## src/rtl/mhpq_pkg.sv

```systemverilog
// shared types and codes for the max-heap priority queue
// no dependencies; used by the level cells, the top level and the checker
`timescale 1ns / 1ps

package mhpq_pkg;

  localparam int VAL_W   = 32;
  localparam int OCC_W   = 9;
  localparam int POS_W   = 17;
  localparam int DEPTH_W = 5;

  localparam logic [1:0] OP_PUSH = 2'd0;
  localparam logic [1:0] OP_POP  = 2'd1;
  localparam logic [1:0] OP_TOP  = 2'd2;

  localparam logic [1:0] ST_OK    = 2'd0;
  localparam logic [1:0] ST_FULL  = 2'd1;
  localparam logic [1:0] ST_EMPTY = 2'd2;

  typedef enum logic [1:0] {
    CTL_IDLE,
    CTL_INSERT,
    CTL_FETCH,
    CTL_SIFT
  } ctl_state_t;

  typedef enum logic [1:0] {
    TK_INSERT,
    TK_FETCH,
    TK_SIFT
  } tok_kind_t;

  typedef struct packed {
    logic [1:0]              operation;
    logic signed [VAL_W-1:0] push_value;
  } heap_req_t;

  typedef struct packed {
    logic signed [VAL_W-1:0] result_value;
    logic [1:0]              status;
    logic [OCC_W-1:0]        occupancy;
  } heap_rsp_t;

  // token walking down the levels
  typedef struct packed {
    logic                    valid;
    tok_kind_t               kind;
    logic signed [VAL_W-1:0] value;
    logic [POS_W-1:0]        path;
    logic [DEPTH_W-1:0]      depth;
    logic [POS_W-1:0]        pos;
    logic [POS_W-1:0]        count;
  } heap_tok_t;

  // write of a promoted child into the level above
  typedef struct packed {
    logic                    we;
    logic [POS_W-1:0]        pos;
    logic signed [VAL_W-1:0] value;
  } heap_bwd_t;

  typedef struct packed {
    logic                    done;
    logic signed [VAL_W-1:0] value;
  } lvl_done_t;

endpackage

```

## src/rtl/mhpq_level_cell.sv

```systemverilog
// one tree level of the heap: two lane memories (left and right children)
// plus a two-stage read/compare step; depends on mhpq_pkg
`timescale 1ns / 1ps

module mhpq_level_cell #(
  parameter int LEVEL  = 1,
  parameter int LEVELS = 2,
  parameter int ROWS   = 1
) (
  input  logic                clk,
  input  logic                rst,
  input  mhpq_pkg::heap_tok_t tok_in,
  output mhpq_pkg::heap_tok_t tok_out,
  input  mhpq_pkg::heap_bwd_t bwd_in,
  output mhpq_pkg::heap_bwd_t bwd_out,
  output mhpq_pkg::lvl_done_t lvl_done
);
  import mhpq_pkg::*;

  localparam int AW = (ROWS > 1) ? $clog2(ROWS) : 1;
  localparam int PATH_SH = LEVELS - 1 - LEVEL;
  localparam logic [POS_W-1:0] PMASK = POS_W'((1 << (LEVEL - 1)) - 1);

  logic signed [VAL_W-1:0] mem_l [ROWS];
  logic signed [VAL_W-1:0] mem_r [ROWS];
  logic signed [VAL_W-1:0] rd_l, rd_r;

  heap_tok_t        hold, tok_next;
  logic [AW-1:0]    hold_row, row_in, bwd_row, wr_row;
  logic [POS_W-1:0] q_in, parent_in, q;

  logic                    at_depth, right_ok, pick, grand_ok;
  logic [POS_W:0]          lpos, rpos, cpos;
  logic signed [VAL_W-1:0] v, cur, best;
  logic                    own_we, own_lane, wr_l, wr_r;
  logic signed [VAL_W-1:0] own_val, wr_val;

  // read side: row of the incoming token
  always_comb begin
    q_in      = tok_in.path >> PATH_SH;
    parent_in = (tok_in.kind == TK_SIFT) ? tok_in.pos : (q_in >> 1);
    row_in    = AW'(parent_in & PMASK);
    bwd_row   = AW'((bwd_in.pos >> 1) & PMASK);
  end

  always_ff @(posedge clk) begin
    if (tok_in.valid) begin
      rd_l     <= mem_l[row_in];
      rd_r     <= mem_r[row_in];
      hold_row <= row_in;
    end
  end

  always_ff @(posedge clk) begin
    if (rst) begin
      hold    <= '0;
      tok_out <= '0;
    end else begin
      hold    <= tok_in;
      tok_out <= tok_next;
    end
  end

  // compare step
  always_comb begin
    v        = hold.value;
    q        = hold.path >> PATH_SH;
    cur      = q[0] ? rd_r : rd_l;
    at_depth = (hold.depth == DEPTH_W'(LEVEL));
    lpos     = {hold.pos, 1'b0};
    rpos     = {hold.pos, 1'b1};
    right_ok = (rpos <= {1'b0, hold.count});
    pick     = right_ok && (rd_r > rd_l);
    best     = pick ? rd_r : rd_l;
    cpos     = pick ? rpos : lpos;
    grand_ok = ({cpos, 1'b0} <= {2'b00, hold.count});

    own_we   = 1'b0;
    own_lane = 1'b0;
    own_val  = v;
    tok_next = hold;
    tok_next.valid = 1'b0;
    bwd_out  = '0;
    lvl_done = '0;

    if (hold.valid) begin
      unique case (hold.kind)
        TK_INSERT: begin
          if (at_depth) begin
            own_we        = 1'b1;
            own_lane      = q[0];
            lvl_done.done = 1'b1;
          end else begin
            tok_next.valid = 1'b1;
            if (v > cur) begin
              own_we         = 1'b1;
              own_lane       = q[0];
              tok_next.value = cur;
            end
          end
        end
        TK_FETCH: begin
          if (at_depth) begin
            lvl_done.done  = 1'b1;
            lvl_done.value = cur;
          end else begin
            tok_next.valid = 1'b1;
          end
        end
        TK_SIFT: begin
          if (best > v) begin
            own_we        = 1'b1;
            own_lane      = pick;
            bwd_out.we    = 1'b1;
            bwd_out.pos   = hold.pos;
            bwd_out.value = best;
            if (grand_ok) begin
              tok_next.valid = 1'b1;
              tok_next.pos   = cpos[POS_W-1:0];
            end else begin
              lvl_done.done = 1'b1;
            end
          end else begin
            lvl_done.done = 1'b1;
          end
        end
        default: begin
          lvl_done.done = 1'b1;
        end
      endcase
    end
  end

  // write side: own step or promotion from the level below
  always_comb begin
    wr_row = bwd_in.we ? bwd_row : hold_row;
    wr_val = bwd_in.we ? bwd_in.value : own_val;
    wr_l   = (bwd_in.we && !bwd_in.pos[0]) || (own_we && !own_lane);
    wr_r   = (bwd_in.we && bwd_in.pos[0]) || (own_we && own_lane);
  end

  always_ff @(posedge clk) begin
    if (wr_l) begin
      mem_l[wr_row] <= wr_val;
    end
    if (wr_r) begin
      mem_r[wr_row] <= wr_val;
    end
  end

endmodule

```

## config.mk

```make
export PLATFORM = sky130hd
export DESIGN_NAME = mhpq_level_cell
export DESIGN_NICKNAME = d
export VERILOG_FILES = /design/src/rtl/mhpq_pkg.sv /design/src/rtl/mhpq_level_cell.sv
export SDC_FILE = /design/constraint.sdc
export NUM_CORES = 1
export LEC_CHECK = 0
export ABC_AREA = 1
export BUFFER_PORTS_ARGS = -buffer_cell sky130_fd_sc_hd__clkbuf_2
export CAP_MARGIN = 40
export CORE_MARGIN = 5
export CORE_UTILIZATION = 45
export DETAILED_ROUTE_END_ITERATION = 16
export PLACE_DENSITY = 0.68
export SYNTH_ARGS = -nofsm -noshare
export SYNTH_HDL_FRONTEND = slang
export SYNTH_SLANG_ARGS = --single-unit
```

## constraint.sdc

```tcl
create_clock -name clk -period 8.8 [get_ports clk]
set_clock_uncertainty 0.05 [all_clocks]
set_input_delay 1.76 -clock clk [delete_from_list [all_inputs] [get_ports clk]]
set_output_delay 1.76 -clock clk [all_outputs]
set_load 0.05 [all_outputs]
```

==> impl_metrics.csv, run 1 <==
group,metric,value,unit
grt,met1_usage,25.7,%
timing,finalCriticalPeriod,7.85,ns
place,dp_cells,2331,
layout,multi_input_area,5240,µm²
cts,clk_latency,0.52,ns
place,port_buffers,300,
setup_path,r2r-start,"rd_r[15]",
status,outcome,"complete, no violations",
floorplanning,core_area,31500,µm²
cts,clk_pin_slew,0.06,ns
synthesis,synth.avg_cell_area,8.56,µm²
setup_path,cpMaxStageDelayCell,"inv_2",
grt,grt.busiest_layer,"met2",
cts,htreeDepth,2,
setup_path,max_stage_delay,0.44,ns
synthesis,syn_inst,1673,
timing,setup_viol,0,
worst_hold_path,hold_end,"tok_out[46]",
layout,finalNetCount,2238,
place,gp_congestion,0.838,
setup_path,path_buf_inv,7,
floorplanning,die_y,188,µm
drt,drc_errors,0,
worst_hold_path,min_path_cells,2,
layout,area_delta_synth_final,21.7,%
grt,grt_pass1_wl,58800,µm
drt,vias,11700,
setup_path,cp_top_family,"simple AND/OR/NAND/NOR gates",
drt,wl,36900,µm
setup_path,worstPathArrival,6.04,ns
timing,slew_headroom,38.8,%
setup_path,path_max_fanout,31,
timing,drv_slew,0,
power_and_ir_drop,vdd_drop_max,130,µV
drt,wl_per_cell,15.4,µm
drt,detail-route-antenna-nets,0,
power_and_ir_drop,power_density,212,nW/µm²
cts,cts_buffers,36,
timing,hold_slack,0.350,ns
synthesis,synth_fp_nets,1944,
setup_path,cp-end-kind,"output pin",
grt,use_met3,3.24,%
setup_path,cp-start-kind,"flop",
cts,cts_resized,0,
synthesis,netlist_area,14300,µm²
layout,ff_latch_area,7490,µm²
floorplanning,rows,65,
floorplanning,die-area,35500,µm²
timing,fmaxAchievable,127,MHz
setup_path,rrSetupSlack,3.22,ns
setup_path,reg2regPathDepth,31,
grt,met2_usage,35.6,%
timing,rsz0062_at_grt,"no",
floorplanning,ios,317,
grt,grt_usage,20.5,%
layout,fill_cells,2802,
layout,drive_gt1_share,19.4,%
setup_path,cp.required,6.99,ns
cts,cts_tree,"built",
synthesis,ys_seq_area_share,52.3,%
timing,hold_viol,0,
synthesis,ys_types,32,
timing,fin_tns_setup,0,ns
grt,grt_overflow_total,0,
grt,antenna_found_initial,4,
place,dpl.hpwl,27200,µm
timing,max_slew.worst_pin.slew,0.918,ns
layout,stdcell_count,2401,
floorplanning,die_x,188,µm
setup_path,cpMostUsedCell,"nand2_1",
setup_path,r2r_end,"mem_l[0][3]",
drt,drt_first_iter_violations,652,
synthesis,synth-seq-cells,310,
floorplanning,start_util,45.5,%
timing,fin_crit_sh,89.2,%
setup_path,crit_type,"reg2out",
synthesis,yosys_warnings,0,
flow_run,maxCapViolCount,0,
grt,grt_max_degree,77,
cts,hold_buffers,0,
worst_hold_path,min_path_type,"reg2reg",
cts,clock-sinks,310,
cts,cts_setup_buffers,0,
drt,viasPerCell,4.87,
cts,cts_buffer_depth,3,
worst_hold_path,min_from,"q[7]",
cts,cts-root-buf,"clkbuf_16",
drt,firstDrtPassIters,5,
power_and_ir_drop,leakage,8.88,nW
grt,first_global_vias,11600,
[cell usage after synthesis, drive strengths merged]
cell     instances  share of area (%)
o211ai           2               0.10
nand4           14               0.66
ha             128                 11
o21bai           1              0.052
clkbuf          38                1.0
nor4             3               0.22
nor2           275                7.8
nand3b           1              0.052
a21oi           93                3.2
o21a             6               0.31
nand3           18               0.63
nor3             6               0.21
o2111ai          1              0.061
inv            361                9.5
buf             20               0.84
a21o             3               0.16
nand2          232                6.1
edfxtp         128                 27
and3             1              0.044
o21ai          160                5.6
dfxtp          182                 25
[sequential cells by signal, summed over array words and instances (netlist names)]
signal	cells
tok_out	91
rd_r	32
rd_l	32
hold	42
mem_l	32
own_val	32
mem_r	32
q	17
[how the worst max path moves through the flow]
stage / endpoint / slack [ns] / cells after the start / startpoint
floorplan: bwd_out[10] / 2.62 / 28 / rd_r[31]
global placement: bwd_out[38] / 1.59 / 31 / rd_r[15]
detailed placement: bwd_out[36] / 1.56 / 31 / rd_r[15]
CTS: bwd_out[36] / 0.95 / 31 / rd_r[15]
global route: bwd_out[36] / 0.51 / 29 / rd_r[15]
finish: bwd_out[32] / 0.95 / 31 / rd_r[15]
[layout by cell type, fill, tap and decap left out, types with 5 or more instances in the layout]
cell type,n
nor2_1,261
o21ai_0,132
nand3_1,18
bufinv_16,6
inv_1,359
dfxtp_1,181
edfxtp_1,128
o21ai_1,28
clkbuf_1,10
nand4_1,13
nand2_1,231
clkbuf_2,299
a21oi_1,93
ha_1,128
clkbuf_16,37
o21a_1,6
clkinv_2,5
nor2_4,13
buf_4,15
nor3_1,6
[tightest hold or removal path: cells and delay by family, from the launching register on]
| family | cells | cell delay (ns) |
|---|---|---|
| buffers and inverters | 1 | 0.04 |
| DFF | 1 | 0.29 |
| and+or+nand+nor | 1 | 0.03 |
[kinds of logic after synthesis]
| kind of cell | count (synthesis) | synth area share [%] |
|---|---|---|
| AO/OA/AOI/OAI | 266 | 9.53 |
| buffers and inverters | 419 | 11.3 |
| adder cells (fa/ha/maj) | 128 | 11.2 |
| flip-flops | 310 | 52.3 |
| AND/OR/NAND/NOR | 550 | 15.7 |
[layout make-up]
cell class | instances | share of cell area (%)
Multi-Input combinational cell | 944 | 30.1
Clock buffer | 47 | 5.53
Sequential cell | 310 | 43.0
Antenna cell | 4 | 0.0574
Inverter | 361 | 7.78
Clock inverter | 19 | 1.46
Tap cell | 402 | 2.89
Timing Repair Buffer | 314 | 9.23
[metal layers]
| metal | vias up | share of wire (%) |
|---|---|---|
| met5 | - | 0 |
| met4 | 0 | 2.7 |
| met3 | 66 | 6.0 |
| met2 | 373 | 49 |
| met1 | 5400 | 42 |
| li1 | 5844 | - |
[metrics by stage]
stage	worst slack, ns	area (µm²)	utilization (%)	power (W)
floorplan	2.62	14300	-	0.00202
global route	0.509	17400	55.4	0.00388
CTS	0.948	17400	55.3	0.00373
finish	0.952	17400	55.4	0.00370
global placement	1.59	16200	51.5	0.00218
detailed placement	1.56	16200	51.5	0.00220
[power by group]
part | internal [W] | switching [W]
clock network | 0.000952 | 0.000574
registers | 0.00158 | 0.0000354
logic | 0.000168 | 0.000383
total | 0.00270 | 0.000993
Note: power is estimated with default switching activity, not from simulation.
==> inputs of run 2 (changes only) <==
==> constraint.sdc (replaced) <==
create_clock -name clk -period 9.95 [get_ports clk]
set_clock_uncertainty 0.05 [all_clocks]
set_input_delay 1.99 -clock clk [delete_from_list [all_inputs] [get_ports clk]]
set_output_delay 1.99 -clock clk [all_outputs]
set_load 0.01 [all_outputs]
==> run 2 against run 1 <==
Compared with the run above: largest cell class unchanged; via count fell by 1.6%; flip-flop and latch count did not move; hold slack got worse by 0.0012 ns; critical path type unchanged.
==> impl_metrics.csv, run 2 (same netlist as run 1, synthesis figures left out) <==
group,metric,value,unit
drt,firstDrtPassIters,5,
cts,cts_resized,0,
status,outcome,"complete, no violations",
power_and_ir_drop,power_density,178,nW/µm²
setup_path,path_max_fanout,37,
cts,clk_pin_slew,0.06,ns
grt,met2_usage,35.1,%
cts,cts_buffer_depth,3,
power_and_ir_drop,vdd_drop_max,117,µV
timing,finalCriticalPeriod,8.42,ns
layout,drive_gt1_share,19.5,%
timing,slew_headroom,41.6,%
timing,fin_ws,1.53,ns
setup_path,cpMostUsedCell,"nand2_1",
place,dp_cells,2330,
drt,drc_errors,0,
floorplanning,start_util,45.5,%
timing,rsz0062_at_grt,"no",
setup_path,crit_type,"reg2out",
grt,first_global_vias,11300,
drt,detail-route-antenna-nets,0,
layout,regMostFlops,"tok_out",
grt,grt.busiest_layer,"met2",
cts,clk_latency,0.51,ns
grt,met1_usage,25.3,%
drt,viasPerCell,4.80,
floorplanning,die_x,188,µm
timing,drv_slew,0,
place,place_area,16200,µm²
timing,max_slew.worst_pin.slew,0.876,ns
drt,drt_first_iter_violations,632,
drt,vias,11500,
floorplanning,rows,65,
grt,grt_usage,20.2,%
layout,final_cell_mix,"359 x inv_1, 299 x clkbuf_2, 261 x nor2_1, 231 x nand2_1, 181 x dfxtp_1",
cts,clock-sinks,310,
place,gp_congestion,0.836,
timing,hold_viol,0,
layout,stdcell_count,2393,
layout,fill_cells,2875,
place,preCtsSetupSlack,1.98,ns
setup_path,cp.required,7.91,ns
drt,wl_per_cell,15.3,µm
layout,reg_top3,"tok_out: 91 flops, hold: 42 flops",
power_and_ir_drop,leakage,8.82,nW
setup_path,cp-start-kind,"flop",
floorplanning,die-area,35500,µm²
setup_path,cp-end-kind,"output pin",
layout,area_delta_synth_final,21.0,%
place,port_buffers,300,
place,dpl.hpwl,27000,µm
grt,grt_overflow_total,0,
worst_hold_path,min_path_type,"reg2reg",
cts,hold_buffers,0,
timing,fin_crit_sh,84.6,%
cts,cts_tree,"built",
timing,setup_viol,0,
grt,grt_max_degree,76,
layout,final_common_cell,"inv_1",
floorplanning,core_area,31500,µm²
cts,cts_setup_buffers,0,
grt,antenna_found_initial,2,
grt,use_met3,3.83,%
setup_path,cpMaxStageDelayCell,"nor2_4",
setup_path,max_stage_delay,0.64,ns
timing,fmaxAchievable,119,MHz
flow_run,maxCapViolCount,0,
floorplanning,die_y,188,µm
layout,finalNetCount,2236,
setup_path,worstPathArrival,6.38,ns
layout,post-route-util,55.1,%
cts,cts-root-buf,"clkbuf_16",
layout,fin_area,17300,µm²
floorplanning,ios,317,
layout,largest_reg_flops,91,
timing,fin_tns_setup,0,ns
grt,grt_pass1_wl,57900,µm
drt,wl,36600,µm
cts,htreeDepth,2,
cts,cts_buffers,35,
## run 2: changes by cell type in the layout (fill, tap and decap cells not counted), moves of 3 or more
cell	before	now
bufinv_16	6	0
clkinv_2	5	2
clkbuf_8	0	7
inv_6	3	0
clkinv_1	4	0
## run 2: cell type report
class / count / area [µm²] / area share [%]
clock buffers: 53 / 1060 / 6.09
diodes: 2 / 5.00 / 0.0289
repair buffers: 313 / 1620 / 9.36
inverters: 361 / 1360 / 7.82
multi-input cells: 944 / 5240 / 30.3
clock inverters: 8 / 55.1 / 0.318
flip-flops and latches: 310 / 7490 / 43.2
well taps: 402 / 503 / 2.90
## run 2: metal layers
layer,part of all wire (%),vias to the layer above
met1,42,5242
met2,49,353
li1,-,5827
met3,6.3,69
met4,2.7,0
met5,0,-
## run 2: power breakdown
group	switching (W)	internal, W	total (W)
Clock	0.000494	0.000733	0.00123
Combinational	0.000271	0.000148	0.000419
Sequential	0.0000309	0.00140	0.00143
Total	0.000796	0.00228	0.00308
## run 2: critical path, delay by kind of cell (launching register included)
kind                     cells  cell delay (ns)
AO/OA/AOI/OAI                1             0.12
adder cells (fa/ha/maj)      2             0.60
buffers and inverters        7             1.86
flip-flops                   1             0.41
AND/OR/NAND/NOR             21             2.83
## run 2: path summary, 6_finish.rpt
kind | start | to | slack, ns | depth (start not counted)
setup reg to reg | rd_r[15] | mem_l[0][1] | 4.13 | 31
hold reg to reg | q[2] | tok_out[41] | 0.35 | 2
setup / recovery | rd_r[15] | bwd_out[32] | 1.53 | 31
hold / removal | q[2] | tok_out[41] | 0.35 | 2
## run 2: per-stage QoR
stage	total power, W	hold slack [ns]
floorplan	0.00172	0.338
global placement	0.00186	0.340
detailed placement	0.00188	0.343
CTS	0.00311	0.354
global route	0.00323	0.369
finish	0.00308	0.349
